==> config.mk <==
export PLATFORM = sky130hd
export DESIGN_NAME = least_cost_option_selector
export DESIGN_NICKNAME = d
export VERILOG_FILES = /design/src/rtl/core/lcos_pkg.sv /design/src/rtl/core/lcos_ram.sv /design/src/rtl/core/lcos_cfg.sv /design/src/rtl/core/lcos_seq.sv /design/src/rtl/core/least_cost_option_selector.sv
export SDC_FILE = /design/constraint.sdc
export NUM_CORES = 2
export LEC_CHECK = 0
export ABC_CLOCK_PERIOD_IN_PS = 7630
export BUFFER_PORTS_ARGS = -buffer_cell sky130_fd_sc_hd__buf_2
export CAP_MARGIN = 20
export CORE_UTILIZATION = 51
export CTS_BUF_LIST = sky130_fd_sc_hd__clkbuf_4
export DETAILED_ROUTE_END_ITERATION = 8
export PLACE_DENSITY = 0.69
export SLEW_MARGIN = 15
export SYNTH_ARGS = -nofsm -noshare
export SYNTH_HDL_FRONTEND = slang
export SYNTH_HIERARCHICAL = 1
export SYNTH_SLANG_ARGS = --single-unit
==> constraint.sdc <==
create_clock -name aclk -period 7.63 [get_ports aclk]
set_input_delay 1.9075 -clock aclk [delete_from_list [all_inputs] [get_ports aclk]]
set_output_delay 1.9075 -clock aclk [all_outputs]
set_load 0.05 [all_outputs]
==> src/rtl/core/lcos_pkg.sv <==
// Types and constants shared by the least-cost option selector.
package lcos_pkg;

    localparam int ID_W       = 4;
    localparam int NUM_IDS    = 16;
    localparam int CNT_W      = 5;
    localparam int TICKS_W    = 32;
    localparam int ROUNDS_W   = 16;
    localparam int REQ_CNT_W  = 17;
    localparam int CFG_IDX_W  = 2;
    localparam int CFG_DATA_W = 16;

    localparam logic [CFG_IDX_W-1:0] REG_OPTION_COUNT = 2'd0;
    localparam logic [CFG_IDX_W-1:0] REG_POLICY_MODE  = 2'd1;
    localparam logic [CFG_IDX_W-1:0] REG_TEST_ROUNDS  = 2'd2;

    localparam logic ACT_REQUEST = 1'b0;
    localparam logic ACT_REPORT  = 1'b1;

    localparam logic MODE_SWITCH = 1'b0;
    localparam logic MODE_SELECT = 1'b1;

    typedef struct packed {
        logic               action;
        logic [ID_W-1:0]    option_id;
        logic [TICKS_W-1:0] cost_ticks;
    } in_item_t;

    typedef struct packed {
        logic [ID_W-1:0] chosen_id;
        logic            last;
    } out_item_t;

    typedef struct packed {
        logic [CNT_W-1:0]    active_count;
        logic                policy_mode;
        logic [ROUNDS_W-1:0] test_rounds;
    } cfg_t;

endpackage

==> src/rtl/core/lcos_ram.sv <==
// Single-port-read, single-port-write synchronous RAM with per-entry valid bits.
module lcos_ram #(
    parameter int DEPTH          = 16,
    parameter int WIDTH          = 4,
    parameter bit IDENTITY_RESET = 1'b0
) (
    input  logic                     aclk,
    input  logic                     aresetn,
    input  logic                     clear,
    input  logic                     rd_en,
    input  logic [$clog2(DEPTH)-1:0] raddr,
    output logic [WIDTH-1:0]         rdata,
    input  logic                     we,
    input  logic [$clog2(DEPTH)-1:0] waddr,
    input  logic [WIDTH-1:0]         wdata
);
    localparam int AW = $clog2(DEPTH);

    logic [WIDTH-1:0] ram_reg [DEPTH];
    logic [DEPTH-1:0] valid_reg;
    logic [WIDTH-1:0] rdata_reg;
    logic [AW-1:0]    raddr_reg;
    logic             hit_reg;
    logic [WIDTH-1:0] fill;

    always_ff @(posedge aclk) begin
        if (we) begin
            ram_reg[waddr] <= wdata;
        end
        if (rd_en) begin
            rdata_reg <= ram_reg[raddr];
            raddr_reg <= raddr;
        end
    end

    always_ff @(posedge aclk) begin
        if (!aresetn) begin
            valid_reg <= '0;
            hit_reg   <= 1'b0;
        end else begin
            if (clear) begin
                valid_reg <= '0;
            end else if (we) begin
                valid_reg[waddr] <= 1'b1;
            end
            if (rd_en) begin
                hit_reg <= valid_reg[raddr];
            end
        end
    end

    // An entry never written since reset or clear reads as its reset value.
    assign fill  = IDENTITY_RESET ? WIDTH'(raddr_reg) : '0;
    assign rdata = hit_reg ? rdata_reg : fill;

endmodule

==> src/rtl/core/lcos_cfg.sv <==
// Configuration registers of the least-cost option selector.
module lcos_cfg #(
    parameter int MAX_OPTIONS = 16
) (
    input  logic                              aclk,
    input  logic                              aresetn,
    input  logic                              cfg_wr_en,
    input  logic [lcos_pkg::CFG_IDX_W-1:0]    cfg_index,
    input  logic [lcos_pkg::CFG_DATA_W-1:0]   cfg_wdata,
    output lcos_pkg::cfg_t                    cfg,
    output logic                              rank_clear
);
    import lcos_pkg::*;

    localparam int ID_LIMIT = (MAX_OPTIONS < NUM_IDS) ? MAX_OPTIONS : NUM_IDS;

    logic [CNT_W-1:0]    count_reg;
    logic                mode_reg;
    logic [ROUNDS_W-1:0] rounds_reg;
    logic [CNT_W-1:0]    wr_count;
    logic [CNT_W-1:0]    clamped_count;

    assign wr_count = cfg_wdata[CNT_W-1:0];

    // The active count is clamped once, when the register is written.
    always_comb begin
        if (wr_count == '0) begin
            clamped_count = CNT_W'(1);
        end else if (wr_count > CNT_W'(ID_LIMIT)) begin
            clamped_count = CNT_W'(ID_LIMIT);
        end else begin
            clamped_count = wr_count;
        end
    end

    always_ff @(posedge aclk) begin
        if (!aresetn) begin
            count_reg  <= CNT_W'(1);
            mode_reg   <= MODE_SWITCH;
            rounds_reg <= '0;
        end else if (cfg_wr_en) begin
            case (cfg_index)
                REG_OPTION_COUNT: count_reg  <= clamped_count;
                REG_POLICY_MODE:  mode_reg   <= cfg_wdata[0];
                REG_TEST_ROUNDS:  rounds_reg <= cfg_wdata[ROUNDS_W-1:0];
                default: ;
            endcase
        end
    end

    // Rewriting the option count puts the ranking back into id order.
    assign rank_clear = cfg_wr_en && (cfg_index == REG_OPTION_COUNT);

    assign cfg.active_count = count_reg;
    assign cfg.policy_mode  = mode_reg;
    assign cfg.test_rounds  = rounds_reg;

endmodule

==> src/rtl/core/lcos_seq.sv <==
// Sequencer: reads, updates and writes back the rank and cost memories per transaction.
module lcos_seq #(
    parameter int MAX_OPTIONS = 16,
    parameter int COST_BITS   = 48
) (
    input  logic                               aclk,
    input  logic                               aresetn,
    input  lcos_pkg::cfg_t                     cfg,
    input  logic                               s_valid,
    output logic                               s_ready,
    input  lcos_pkg::in_item_t                 s_data,
    output logic                               m_valid,
    input  logic                               m_ready,
    output lcos_pkg::out_item_t                m_data,
    output logic                               rank_rd_en,
    output logic [$clog2(MAX_OPTIONS)-1:0]     rank_raddr,
    input  logic [lcos_pkg::ID_W-1:0]          rank_rdata,
    output logic                               rank_we,
    output logic [$clog2(MAX_OPTIONS)-1:0]     rank_waddr,
    output logic [lcos_pkg::ID_W-1:0]          rank_wdata,
    output logic                               cost_rd_en,
    output logic [$clog2(MAX_OPTIONS)-1:0]     cost_raddr,
    input  logic [COST_BITS-1:0]               cost_rdata,
    output logic                               cost_we,
    output logic [$clog2(MAX_OPTIONS)-1:0]     cost_waddr,
    output logic [COST_BITS-1:0]               cost_wdata
);
    import lcos_pkg::*;

    localparam int AW    = $clog2(MAX_OPTIONS);
    localparam int SUM_W = ((COST_BITS > TICKS_W) ? COST_BITS : TICKS_W) + 1;

    typedef enum logic [15:0] {
        S_IDLE        = 16'h0001,
        S_REQ_EMIT    = 16'h0002,
        S_TEST_EMIT   = 16'h0004,
        S_MIN         = 16'h0008,
        S_COMMIT_EMIT = 16'h0010,
        S_FRONT_ID    = 16'h0020,
        S_CHARGE      = 16'h0040,
        S_FIRST_ID    = 16'h0080,
        S_FIRST_COST  = 16'h0100,
        S_MID_ID      = 16'h0200,
        S_MID_COST    = 16'h0400,
        S_NEXT_ID     = 16'h0800,
        S_NEXT_COST   = 16'h1000,
        S_SHIFT_RD    = 16'h2000,
        S_SHIFT_WR    = 16'h4000,
        S_PLACE       = 16'h8000
    } state_t;

    state_t               state_reg, state_next;
    logic [TICKS_W-1:0]   ticks_reg, ticks_next;
    logic [ID_W-1:0]      tgt_reg, tgt_next;
    logic [COST_BITS-1:0] c0_reg, c0_next;
    logic [ID_W-1:0]      best_reg, best_next;
    logic [COST_BITS-1:0] best_cost_reg, best_cost_next;
    logic [CNT_W-1:0]     idx_reg, idx_next;
    logic [CNT_W-1:0]     l_reg, l_next;
    logic [CNT_W-1:0]     r_reg, r_next;
    logic [CNT_W-1:0]     m_reg, m_next;
    logic [REQ_CNT_W-1:0] req_cnt_reg, req_cnt_next;
    logic [ID_W-1:0]      commit_id_reg, commit_id_next;
    logic                 commit_valid_reg, commit_valid_next;
    logic                 m_valid_reg;
    out_item_t            m_data_reg;

    logic                 out_free;
    logic                 emit;
    out_item_t            emit_data;
    logic [CNT_W-1:0]     n;
    logic [SUM_W-1:0]     sum;
    logic [COST_BITS-1:0] sat_sum;
    logic                 le;
    logic [CNT_W-1:0]     l_upd, r_upd;
    logic [CNT_W:0]       pair_upd, pair_cur;
    logic [CNT_W-1:0]     mid_upd, mid_cur;
    logic                 stuck;
    logic                 take;
    logic                 testing;

    assign n        = cfg.active_count;
    assign out_free = !m_valid_reg || m_ready;
    assign s_ready  = (state_reg == S_IDLE);
    assign m_valid  = m_valid_reg;
    assign m_data   = m_data_reg;

    // Saturating accumulate of the measured ticks into the fetched total.
    assign sum     = SUM_W'(cost_rdata) + SUM_W'(ticks_reg);
    assign sat_sum = (sum[SUM_W-1:COST_BITS] != '0) ? {COST_BITS{1'b1}}
                                                    : sum[COST_BITS-1:0];

    // Binary-search step on the cost fetched at the midpoint.
    assign le       = (cost_rdata <= c0_reg);
    assign l_upd    = le ? m_reg : l_reg;
    assign r_upd    = le ? r_reg : m_reg;
    assign pair_upd = {1'b0, l_upd} + {1'b0, r_upd};
    assign pair_cur = {1'b0, l_reg} + {1'b0, r_reg};
    assign mid_upd  = pair_upd[CNT_W:1];
    assign mid_cur  = pair_cur[CNT_W:1];
    // When the bounds stop moving the search would repeat the same midpoint forever.
    assign stuck    = (l_upd == l_reg) && (r_upd == r_reg);

    assign take    = (idx_reg == '0) || (cost_rdata < best_cost_reg);
    assign testing = (req_cnt_reg < {1'b0, cfg.test_rounds});

    always_comb begin
        state_next        = state_reg;
        ticks_next        = ticks_reg;
        tgt_next          = tgt_reg;
        c0_next           = c0_reg;
        best_next         = best_reg;
        best_cost_next    = best_cost_reg;
        idx_next          = idx_reg;
        l_next            = l_reg;
        r_next            = r_reg;
        m_next            = m_reg;
        req_cnt_next      = req_cnt_reg;
        commit_id_next    = commit_id_reg;
        commit_valid_next = commit_valid_reg;
        rank_rd_en        = 1'b0;
        rank_raddr        = '0;
        rank_we           = 1'b0;
        rank_waddr        = '0;
        rank_wdata        = '0;
        cost_rd_en        = 1'b0;
        cost_raddr        = '0;
        cost_we           = 1'b0;
        cost_waddr        = '0;
        cost_wdata        = '0;
        emit              = 1'b0;
        emit_data         = '0;

        case (state_reg)
            S_IDLE: begin
                if (s_valid) begin
                    ticks_next = s_data.cost_ticks;
                    if (s_data.action == ACT_REPORT) begin
                        if (cfg.policy_mode == MODE_SWITCH) begin
                            rank_rd_en = 1'b1;
                            state_next = S_FRONT_ID;
                        end else if ({1'b0, s_data.option_id} < n) begin
                            cost_rd_en = 1'b1;
                            cost_raddr = AW'(s_data.option_id);
                            tgt_next   = s_data.option_id;
                            state_next = S_CHARGE;
                        end
                    end else if (cfg.policy_mode == MODE_SWITCH) begin
                        rank_rd_en = 1'b1;
                        state_next = S_REQ_EMIT;
                    end else begin
                        if (req_cnt_reg != {REQ_CNT_W{1'b1}}) begin
                            req_cnt_next = req_cnt_reg + 1'b1;
                        end
                        idx_next = '0;
                        if (testing) begin
                            state_next = S_TEST_EMIT;
                        end else if (commit_valid_reg) begin
                            state_next = S_COMMIT_EMIT;
                        end else begin
                            cost_rd_en = 1'b1;
                            state_next = S_MIN;
                        end
                    end
                end
            end
            S_REQ_EMIT: begin
                emit      = 1'b1;
                emit_data = '{chosen_id: rank_rdata, last: 1'b1};
                if (out_free) begin
                    state_next = S_IDLE;
                end
            end
            S_TEST_EMIT: begin
                emit      = 1'b1;
                emit_data = '{chosen_id: ID_W'(idx_reg), last: (idx_reg + 1'b1 == n)};
                if (out_free) begin
                    idx_next = idx_reg + 1'b1;
                    if (idx_reg + 1'b1 == n) begin
                        state_next = S_IDLE;
                    end
                end
            end
            S_MIN: begin
                best_next      = take ? ID_W'(idx_reg) : best_reg;
                best_cost_next = take ? cost_rdata : best_cost_reg;
                if (idx_reg + 1'b1 == n) begin
                    commit_id_next    = best_next;
                    commit_valid_next = 1'b1;
                    state_next        = S_COMMIT_EMIT;
                end else begin
                    cost_rd_en = 1'b1;
                    cost_raddr = AW'(idx_reg + 1'b1);
                    idx_next   = idx_reg + 1'b1;
                end
            end
            S_COMMIT_EMIT: begin
                emit      = 1'b1;
                emit_data = '{chosen_id: commit_id_reg, last: 1'b1};
                if (out_free) begin
                    state_next = S_IDLE;
                end
            end
            S_FRONT_ID: begin
                tgt_next   = rank_rdata;
                cost_rd_en = 1'b1;
                cost_raddr = AW'(rank_rdata);
                state_next = S_CHARGE;
            end
            S_CHARGE: begin
                cost_we    = 1'b1;
                cost_waddr = AW'(tgt_reg);
                cost_wdata = sat_sum;
                c0_next    = sat_sum;
                if ((cfg.policy_mode == MODE_SELECT) || (n < CNT_W'(2))) begin
                    state_next = S_IDLE;
                end else begin
                    rank_rd_en = 1'b1;
                    rank_raddr = AW'(1);
                    state_next = S_FIRST_ID;
                end
            end
            S_FIRST_ID, S_MID_ID, S_NEXT_ID: begin
                cost_rd_en = 1'b1;
                cost_raddr = AW'(rank_rdata);
                case (state_reg)
                    S_FIRST_ID: state_next = S_FIRST_COST;
                    S_MID_ID:   state_next = S_MID_COST;
                    default:    state_next = S_NEXT_COST;
                endcase
            end
            S_FIRST_COST: begin
                // The front entry moves only if it now costs more than the second.
                if (c0_reg > cost_rdata) begin
                    l_next     = '0;
                    r_next     = n;
                    m_next     = n >> 1;
                    rank_rd_en = 1'b1;
                    rank_raddr = AW'(n >> 1);
                    state_next = S_MID_ID;
                end else begin
                    state_next = S_IDLE;
                end
            end
            S_MID_COST: begin
                l_next = l_upd;
                r_next = r_upd;
                idx_next = '0;
                if (({1'b0, m_reg} + 1'b1 >= {1'b0, n}) || stuck) begin
                    state_next = (m_reg == '0) ? S_PLACE : S_SHIFT_RD;
                end else if (le) begin
                    rank_rd_en = 1'b1;
                    rank_raddr = AW'(m_reg + 1'b1);
                    state_next = S_NEXT_ID;
                end else begin
                    m_next     = mid_upd;
                    rank_rd_en = 1'b1;
                    rank_raddr = AW'(mid_upd);
                    state_next = S_MID_ID;
                end
            end
            S_NEXT_COST: begin
                idx_next = '0;
                if (c0_reg < cost_rdata) begin
                    state_next = (m_reg == '0) ? S_PLACE : S_SHIFT_RD;
                end else begin
                    m_next     = mid_cur;
                    rank_rd_en = 1'b1;
                    rank_raddr = AW'(mid_cur);
                    state_next = S_MID_ID;
                end
            end
            S_SHIFT_RD: begin
                rank_rd_en = 1'b1;
                rank_raddr = AW'(idx_reg + 1'b1);
                state_next = S_SHIFT_WR;
            end
            S_SHIFT_WR: begin
                rank_we    = 1'b1;
                rank_waddr = AW'(idx_reg);
                rank_wdata = rank_rdata;
                idx_next   = idx_reg + 1'b1;
                state_next = (idx_reg + 1'b1 == m_reg) ? S_PLACE : S_SHIFT_RD;
            end
            S_PLACE: begin
                rank_we    = 1'b1;
                rank_waddr = AW'(m_reg);
                rank_wdata = tgt_reg;
                state_next = S_IDLE;
            end
            default: begin
                state_next = S_IDLE;
            end
        endcase
    end

    always_ff @(posedge aclk) begin
        if (!aresetn) begin
            state_reg        <= S_IDLE;
            req_cnt_reg      <= '0;
            commit_id_reg    <= '0;
            commit_valid_reg <= 1'b0;
            m_valid_reg      <= 1'b0;
        end else begin
            state_reg        <= state_next;
            req_cnt_reg      <= req_cnt_next;
            commit_id_reg    <= commit_id_next;
            commit_valid_reg <= commit_valid_next;
            if (emit && out_free) begin
                m_valid_reg <= 1'b1;
            end else if (m_ready) begin
                m_valid_reg <= 1'b0;
            end
        end
    end

    always_ff @(posedge aclk) begin
        ticks_reg     <= ticks_next;
        tgt_reg       <= tgt_next;
        c0_reg        <= c0_next;
        best_reg      <= best_next;
        best_cost_reg <= best_cost_next;
        idx_reg       <= idx_next;
        l_reg         <= l_next;
        r_reg         <= r_next;
        m_reg         <= m_next;
        if (emit && out_free) begin
            m_data_reg <= emit_data;
        end
    end

endmodule

==> src/rtl/core/least_cost_option_selector.sv <==
// Least-cost option selector: picks which of several equivalent options to run.
//
// Input channel (s_valid/s_ready/s_data): a request asks for option ids, a report
// adds measured ticks, saturating, to one option's total cost. Result channel
// (m_valid/m_ready/m_data) returns chosen ids, the final id of a request marked by last.
// Configuration is a plain write port (cfg_wr_en, cfg_index, cfg_wdata), used while idle.
// One transaction is worked on at a time; s_ready is high only while nothing is in work.
// A switch-mode request reads the front of the rank memory, then hands over its id; a
// select-mode request in its test rounds gives one id per cycle while the receiver takes
// them; the first committed choice comes from a scan of the cost memory. A select-mode
// report reads and writes back its option's cost, or is dropped when its id is not in use.
// In a switch-mode report every ranked entry it examines is a rank read followed by a cost
// read, each on its memory's single read port, and moving the front entry back takes a
// rank read and a rank write per position.
// A result waits in an output register while the next transaction is accepted; a stalled
// receiver holds the sequencer only when it has a further id to hand over.
// Reset is synchronous and clears the control state: per-entry valid bits make the
// rank memory read as id order and the cost memory read as zero until written.
module least_cost_option_selector #(
    parameter int MAX_OPTIONS = 16,
    parameter int COST_BITS   = 48
) (
    input  logic                            aclk,
    input  logic                            aresetn,
    input  logic                            cfg_wr_en,
    input  logic [lcos_pkg::CFG_IDX_W-1:0]  cfg_index,
    input  logic [lcos_pkg::CFG_DATA_W-1:0] cfg_wdata,
    input  logic                            s_valid,
    output logic                            s_ready,
    input  lcos_pkg::in_item_t              s_data,
    output logic                            m_valid,
    input  logic                            m_ready,
    output lcos_pkg::out_item_t             m_data
);
    import lcos_pkg::*;

    localparam int AW = $clog2(MAX_OPTIONS);

    cfg_t                 cfg;
    logic                 rank_clear;
    logic                 rank_rd_en;
    logic [AW-1:0]        rank_raddr;
    logic [ID_W-1:0]      rank_rdata;
    logic                 rank_we;
    logic [AW-1:0]        rank_waddr;
    logic [ID_W-1:0]      rank_wdata;
    logic                 cost_rd_en;
    logic [AW-1:0]        cost_raddr;
    logic [COST_BITS-1:0] cost_rdata;
    logic                 cost_we;
    logic [AW-1:0]        cost_waddr;
    logic [COST_BITS-1:0] cost_wdata;

    lcos_cfg #(
        .MAX_OPTIONS(MAX_OPTIONS)
    ) u_cfg (
        .aclk       (aclk),
        .aresetn    (aresetn),
        .cfg_wr_en  (cfg_wr_en),
        .cfg_index  (cfg_index),
        .cfg_wdata  (cfg_wdata),
        .cfg        (cfg),
        .rank_clear (rank_clear)
    );

    lcos_ram #(
        .DEPTH          (MAX_OPTIONS),
        .WIDTH          (ID_W),
        .IDENTITY_RESET (1'b1)
    ) u_rank_ram (
        .aclk    (aclk),
        .aresetn (aresetn),
        .clear   (rank_clear),
        .rd_en   (rank_rd_en),
        .raddr   (rank_raddr),
        .rdata   (rank_rdata),
        .we      (rank_we),
        .waddr   (rank_waddr),
        .wdata   (rank_wdata)
    );

    lcos_ram #(
        .DEPTH          (MAX_OPTIONS),
        .WIDTH          (COST_BITS),
        .IDENTITY_RESET (1'b0)
    ) u_cost_ram (
        .aclk    (aclk),
        .aresetn (aresetn),
        .clear   (1'b0),
        .rd_en   (cost_rd_en),
        .raddr   (cost_raddr),
        .rdata   (cost_rdata),
        .we      (cost_we),
        .waddr   (cost_waddr),
        .wdata   (cost_wdata)
    );

    lcos_seq #(
        .MAX_OPTIONS (MAX_OPTIONS),
        .COST_BITS   (COST_BITS)
    ) u_seq (
        .aclk       (aclk),
        .aresetn    (aresetn),
        .cfg        (cfg),
        .s_valid    (s_valid),
        .s_ready    (s_ready),
        .s_data     (s_data),
        .m_valid    (m_valid),
        .m_ready    (m_ready),
        .m_data     (m_data),
        .rank_rd_en (rank_rd_en),
        .rank_raddr (rank_raddr),
        .rank_rdata (rank_rdata),
        .rank_we    (rank_we),
        .rank_waddr (rank_waddr),
        .rank_wdata (rank_wdata),
        .cost_rd_en (cost_rd_en),
        .cost_raddr (cost_raddr),
        .cost_rdata (cost_rdata),
        .cost_we    (cost_we),
        .cost_waddr (cost_waddr),
        .cost_wdata (cost_wdata)
    );

endmodule

=== After elaboration in Yosys (flattened, before gate mapping) ===
Memories as Yosys holds them, arrays and structs flattened. A register that Yosys moved wholly into a read port is not among the register bits.
Index checks and enable logic that the tools add are counted.

* Register bits after elaboration: 260
* Bits in writable memories: 832
* Input port bits: 60
* Output and inout port bits: 7
* Logic and storage cells: 226
* Memories: 2

{| class="wikitable"
|+ Memories
! name !! words !! bits a word !! read ports !! clocked after Yosys merged registers in !! write ports !! line !! text
|-
| u_cost_ram.ram_reg || 16 || 48 || 1 || 1 || 1 || lcos_ram.sv:19 || <nowiki>logic [WIDTH-1:0] ram_reg [DEPTH];</nowiki>
|-
| u_rank_ram.ram_reg || 16 || 4 || 1 || 1 || 1 || lcos_ram.sv:19 ||
|}

* Add/sub/neg operators: 7
* Magnitude comparators: 15
* Eq/ne operators: 38
* Multiplexer cells: 98
* Bitwise gates (word level): 4
* Reductions and logical operators: 38

{| class="wikitable"
|+ Operators with widths
! kind !! count
|-
| $mux W16 || 14
|-
| $pmux W16 S12 || 1
|-
| $mux W48 || 3
|-
| $lt A48 B48 Y1 || 2
|-
| $mux W5 || 16
|-
| $mux W4 || 16
|-
| $add A48 B32 Y49 || 1
|-
| $gt A48 B48 Y1 || 1
|-
| $le A48 B48 Y1 || 1
|-
| $or A16 B16 Y16 || 2
|-
| $pmux W5 S3 || 2
|-
| $mux W1 || 28
|-
| $pmux W13 S2 || 1
|-
| $pmux W5 S5 || 1
|-
| $pmux W4 S2 || 3
|-
| $eq A5 B5 Y1 || 4
|-
| $lt A4 B5 Y1 const B || 4
|-
| $pmux W4 S5 || 1
|-
| $pmux W5 S2 || 2
|-
| $add A17 B1 Y17 const B || 1
|-
| $lt A17 B16 Y1 || 1
|-
| $ne A17 B17 Y1 const B || 1
|-
| $eq A16 B1 Y1 const B || 1
|-
| $eq A16 B10 Y1 const B || 1
|-
| 51 further kinds || 92
|}

=== Depth between registers and ports, before layout ===
* Word-level depth: 10
* Gate-level depth with buffers: 27
* Mapped depth without buffers: 21

=== By module ===
The synthesis kept the hierarchy.

{| class="wikitable"
|+ Modules (own cells, without submodules)
! module !! instances !! cells an instance !! area an instance (um^2) !! seq. area each (um^2)
|-
| lcos_ram at u_cost_ram || 1 || 1241 || 31597.8 || 24843.8
|-
| lcos_seq || 1 || 1427 || 13724.4 || 5615.4
|-
| lcos_ram at u_rank_ram || 1 || 178 || 3474.6 || 2502.4
|-
| lcos_cfg || 1 || 100 || 902.1 || 440.4
|-
| least_cost_option_selector || 1 || 1 || 3.8 || 0.0
|}

=== Worst setup path before layout ===
Ideal clock, no wire load.

* Kind: register to register
* From: register u_seq.state_reg[13]
* To: memory u_cost_ram/ram_reg[12][0] (netlist name), enable pin
* Setup time: 515 ps
* Arrival time: 6786 ps
* Data required time: 7115 ps
* Slack: 329 ps
* Cell stages (with the launch flop): 9
* Buffers on the path: 1
* Clock period less this slack: 7301 ps
* Cells stage by stage: dfxtp_1 -> nor4_1 -> and3_1 -> nand4b_1 -> inv_1 -> clkbuf_1 -> and2_1 -> nand3_1 -> nor3_1

* Longest elaborated chain between the ends: 4
* Elaborated cells between the ends (all ways): 5
* Classes of those cells: 1 x eq/ne; 4 x mux

{| class="wikitable"
|+ Ends and longest elaborated chain
! element !! line !! text
|-
| start: declaration || lcos_seq.sv:52 || <nowiki>state_t state_reg, state_next;</nowiki>
|-
| start signal: assignment || lcos_seq.sv:305 || <nowiki>state_reg <= state_next;</nowiki>
|-
| $eq A16 B7 Y1 || lcos_seq.sv:134 || <nowiki>case (state_reg)</nowiki>
|-
| $mux W1 || lcos_seq.sv:134 ||
|-
| net cost_we || least_cost_option_selector.sv:50 || <nowiki>logic cost_we;</nowiki>
|-
| $mux W1 || lcos_ram.sv:27 || <nowiki>if (we) begin</nowiki>
|-
| $mux W1 (not written as such) || lcos_ram.sv:28 || <nowiki>ram_reg[waddr] <= wdata;</nowiki>
|-
| end: declaration || lcos_ram.sv:19 ||
|}

The timed path passes the listed nets, and every way through them passes these cells.

=== Worst setup path after layout ===
* From: register u_cost_ram.hit_reg
* To: register u_rank_ram.rdata_reg[2], read port of u_rank_ram.ram_reg (data pin)

* Longest elaborated chain between the ends: 8
* Elaborated cells between the ends (all ways): 20
* Classes of those cells: 1 x add/sub; 3 x order compare; 2 x eq/ne; 12 x mux; 2 x reduce/logical

{| class="wikitable"
|+ Ends and longest elaborated chain
! element !! line !! text
|-
| start: declaration || lcos_ram.sv:23 || <nowiki>logic hit_reg;</nowiki>
|-
| start signal: assignment || lcos_ram.sv:47 || <nowiki>hit_reg <= valid_reg[raddr];</nowiki>
|-
| $mux W48 * || lcos_ram.sv:54 || <nowiki>assign rdata = hit_reg ? rdata_reg : fill;</nowiki>
|-
| net cost_rdata[15] || least_cost_option_selector.sv:49 || <nowiki>logic [COST_BITS-1:0] cost_rdata;</nowiki>
|-
| branches (longest 6 deep; another with $le A48 B48 Y1) || n/a ||
|-
| $pmux W4 S5 * || lcos_seq.sv:134 ||
|-
| net rank_raddr[0] || least_cost_option_selector.sv:42 || <nowiki>logic [AW-1:0] rank_raddr;</nowiki>
|-
| end: declaration || lcos_ram.sv:21 || <nowiki>logic [WIDTH-1:0] rdata_reg;</nowiki>
|}

Mark *: on every way through the listed nets, which the timed path passes.
A chain may end at the register's enable or synchronous reset.

==> results.sh <==
export IMPL_status="complete, no violations"
export IMPL_clock_power_share_pct=40.6
export IMPL_criticalPathCategory="reg2reg"
export IMPL_max_cap_violations=0
export IMPL_clk_root_buffer_cell="sky130_fd_sc_hd__clkbuf_4"
export IMPL_setup_tns_ns=0
export IMPL_yosysWarningCount=6
export IMPL_cts_root_to_sink_buffers=4
export IMPL_grt_overflow_total=0
export IMPL_min_path_type="reg2reg"
export IMPL_die_x_um=314
export IMPL_ys_seq_area_share_pct=67.2
export IMPL_synth_cell_types=95
export IMPL_synth_edff_count=1049
export IMPL_async_flop_share_pct=0
export IMPL_timing_fmax_mhz=147
export IMPL_wl_per_cell_um=25.3
export IMPL_total_switching_power_mw=2.84
export IMPL_cts_sink_count=1144
export IMPL_coreArea_um2=96600
export IMPL_layout_nets=3495
export IMPL_syn_inst=2947
export IMPL_cts_hold_fix_buffers=0
export IMPL_setup_repair_after_global_routing_missed_its_margin="false"
export IMPL_route_final_wire_length_mm=120
export IMPL_antenna_found_initial=5
export IMPL_power_share_sequential_pct=54.6
export IMPL_ys_seq_elements=1144
export IMPL_max_vdd_ir_drop_mv=0.114
export IMPL_dp_worst_setup_slack_ns=0.961
export IMPL_critical_path_end_type="register"
export IMPL_critPathMostFrequentCell="sky130_fd_sc_hd__buf_4"
export IMPL_fillerInstances=7361
export IMPL_worst_setup_path_start_kind="register"
export IMPL_post_synth_top_area_cell="sky130_fd_sc_hd__edfxtp_1"
export IMPL_syn_num_nets=3172
export IMPL_worstPathRequired_ns=8.45
export IMPL_cpMaxStageDelayCell="sky130_fd_sc_hd__dfxtp_2"
export IMPL_synthToLayoutAreaGrowth_pct=11.5
export IMPL_final_hold_violation_count=0
export IMPL_drt_iter0_drc=2465
export IMPL_worst_endpoint_arrival_ns=7.62
export IMPL_floorplan_initialDensity_pct=51.5
export IMPL_post_dp_hpwl_mm=71.3
export IMPL_fraction_of_power_consumed_by_combinational_cells_pct=4.8
export IMPL_place_congestion=0.921
export IMPL_grt_pass1_wl_mm=179
export IMPL_worst_hold_slack_ns=0.465
export IMPL_tritoncts_clock_tree="yes"
export IMPL_path_buf_inv=4
export IMPL_pwr_density_cell_nw_per_um2=229
export IMPL_timing_reg2reg_setup_slack_ns=0.83
export IMPL_grt_max_degree=83
export IMPL_vias_per_cell=6.00
export IMPL_path_cells="buf_4 -> and2_1 -> inv_1 -> ha_1 -> nand4_2 -> or4_4 -> nor4_1 -> nand3b_1 -> buf_4 -> mux2_4 -> xnor2_1 -> ha_1 -> o21ai_0 -> o21ai_2 -> buf_4 -> mux4_1 -> mux4_2"
export IMPL_ys_top_cells_by_area="sky130_fd_sc_hd__edfxtp_1 63%, sky130_fd_sc_hd__mux4_2 9.7%, sky130_fd_sc_hd__ha_1 4.1%, sky130_fd_sc_hd__dfxtp_1 3.8%, sky130_fd_sc_hd__mux4_1 2.7%"
export IMPL_clock_insertion_delay_worst_skew_ns=1.14
export IMPL_first_global_vias=29200
export IMPL_max_slew_worst_pin_slew_ns=1.18
export IMPL_placement_row_count=114
export IMPL_routed_via_count=28500
export IMPL_die_area_um2=98700
export IMPL_worst_path_dominant_cell_family="simple AND/OR/NAND/NOR gates"
export IMPL_synth_most_common_cell="sky130_fd_sc_hd__edfxtp_1"
export IMPL_path_max_fanout=25
export IMPL_synth_avg_cell_area_um2=16.9
export IMPL_netSwitchingFraction_pct=22.3
export IMPL_cellInternalPower_mw=9.87
export IMPL_min_period_ns=6.80
export IMPL_power_leakage_nw=19.7
export IMPL_drt_pass1_iterations=8
export IMPL_total_routing_usage_gr_pct=24.6
export IMPL_largest_register_ff_count=768
export IMPL_synth_ff_type="sky130_fd_sc_hd__edfxtp_1"
export IMPL_clk_transition_reported_paths_ns=0.07
export IMPL_drt_drc_violations_left=0
export IMPL_maxSlewHeadroom_pct=21.5
export IMPL_post_cts_buffers=0
export IMPL_cts_inserted_buffers=308
export IMPL_cts_resized_gates=0
export IMPL_port_buffer_count=66
export IMPL_worst_clock_skew_ns=0.123
export IMPL_mappedNetlistArea_um2=49700
export IMPL_timing_final_crit_share_pct=89.1
export IMPL_crit_path_max_incr_delay_ns=0.71
export IMPL_htree_num_levels=5
export IMPL_num_io_pins=67
export IMPL_die_height_um=314
export IMPL_setup_viol=0
export IMPL_final_max_slew_violation_count=0
export IMPL_synth_cells_most_frequent="1049 x sky130_fd_sc_hd__edfxtp_1, 213 x sky130_fd_sc_hd__mux4_2, 181 x sky130_fd_sc_hd__nand2_1"
export IMPL_drive_above_1_share_pct=25.3
export IMPL_antenna_violating_nets_post_route=0
export IMPL_synth_largest_type_area_fraction_pct=63.4
export IMPL_postLayoutSetupSlackWorst_ns=0.831
[power by group through the flow]
stage	Clock [mW]	Combinational (mW)	Sequential, mW
after floorplan	0	0.417	7.03
after global placement	0	0.581	7.07
after detailed placement	0	0.591	7.07
after CTS	5.30	0.594	6.94
after global routing	5.62	0.651	6.94
final	5.16	0.607	6.94
[layout by cell type (no fill, tap or decap), types with 69 or more instances in the layout]
master                     instances
sky130_fd_sc_hd__edfxtp_1       1049
sky130_fd_sc_hd__clkbuf_4        446
sky130_fd_sc_hd__mux4_2          213
sky130_fd_sc_hd__nand2_1         179
sky130_fd_sc_hd__ha_1            163
sky130_fd_sc_hd__inv_1           149
sky130_fd_sc_hd__a21oi_1         124
sky130_fd_sc_hd__dfxtp_1          94
sky130_fd_sc_hd__nor2_1           89
sky130_fd_sc_hd__and2_1           69
[metal layers]
metal	GRT usage (%)	vias to the layer above	share of wire [%]
met1	32.6	14600	41
met5	0	-	0
met3	4.70	200	7.1
met2	40.7	1223	50
met4	8.88	0	2.5
li1	-	12500	-
[path summary, 6_finish.rpt]
path                                             start                                    to  cells past startpoint
hold reg to reg   u_cost_ram/valid_reg[8]$_SDFFE_PP0P_  u_cost_ram/valid_reg[8]$_SDFFE_PP0P_                      1
setup reg to reg       u_cost_ram/hit_reg$_SDFFE_PN0P_     u_rank_ram/rdata_reg[2]$_DFFE_PP_                     17
setup / recovery       u_cost_ram/hit_reg$_SDFFE_PN0P_     u_rank_ram/rdata_reg[2]$_DFFE_PP_                     17
hold / removal    u_cost_ram/valid_reg[8]$_SDFFE_PP0P_  u_cost_ram/valid_reg[8]$_SDFFE_PP0P_                      1
[layout make-up]
type / count / area, um^2 / area share (%)
diodes: 3 / 7.51 / 0.0136
clock buffers: 439 / 3300 / 5.95
clock inverters: 70 / 398 / 0.718
inverters: 152 / 576 / 1.04
multi-input cells: 1532 / 15200 / 27.4
flip-flops and latches: 1144 / 33400 / 60.3
well taps: 1276 / 1600 / 2.88
repair buffers: 132 / 951 / 1.72
[through the flow]
stage                     cell area (um^2)  power (mW)  util (%)  instances
after floorplan                      49700        7.45         -       2947
after global placement               51500        7.65      53.3       4220
after CTS                            55200        12.8      57.2       4730
after detailed placement             51500        7.66      53.3       4221
final                                55400        12.7      57.4       4748
after global routing                 55400        13.2      57.4       4748
[cells by family (layout without fill, tap and decap cells)]
| logic type | count (synthesis) | after routing | synth area share, % |
|---|---|---|---|
| DFF | 1144 | 1144 | 67.2 |
| and+or+nand+nor | 573 | 573 | 5.84 |
| AOI/OAI and AO/OA | 416 | 416 | 5.62 |
| muxes | 291 | 291 | 12.9 |
| buffers and inverters | 271 | 793 | 2.69 |
| adders and majority gates | 167 | 167 | 4.23 |
| xor gates and xnor gates | 84 | 84 | 1.48 |
| other | 1 | 4 | 0.00754 |
Note: power is estimated with default switching activity, not from simulation.
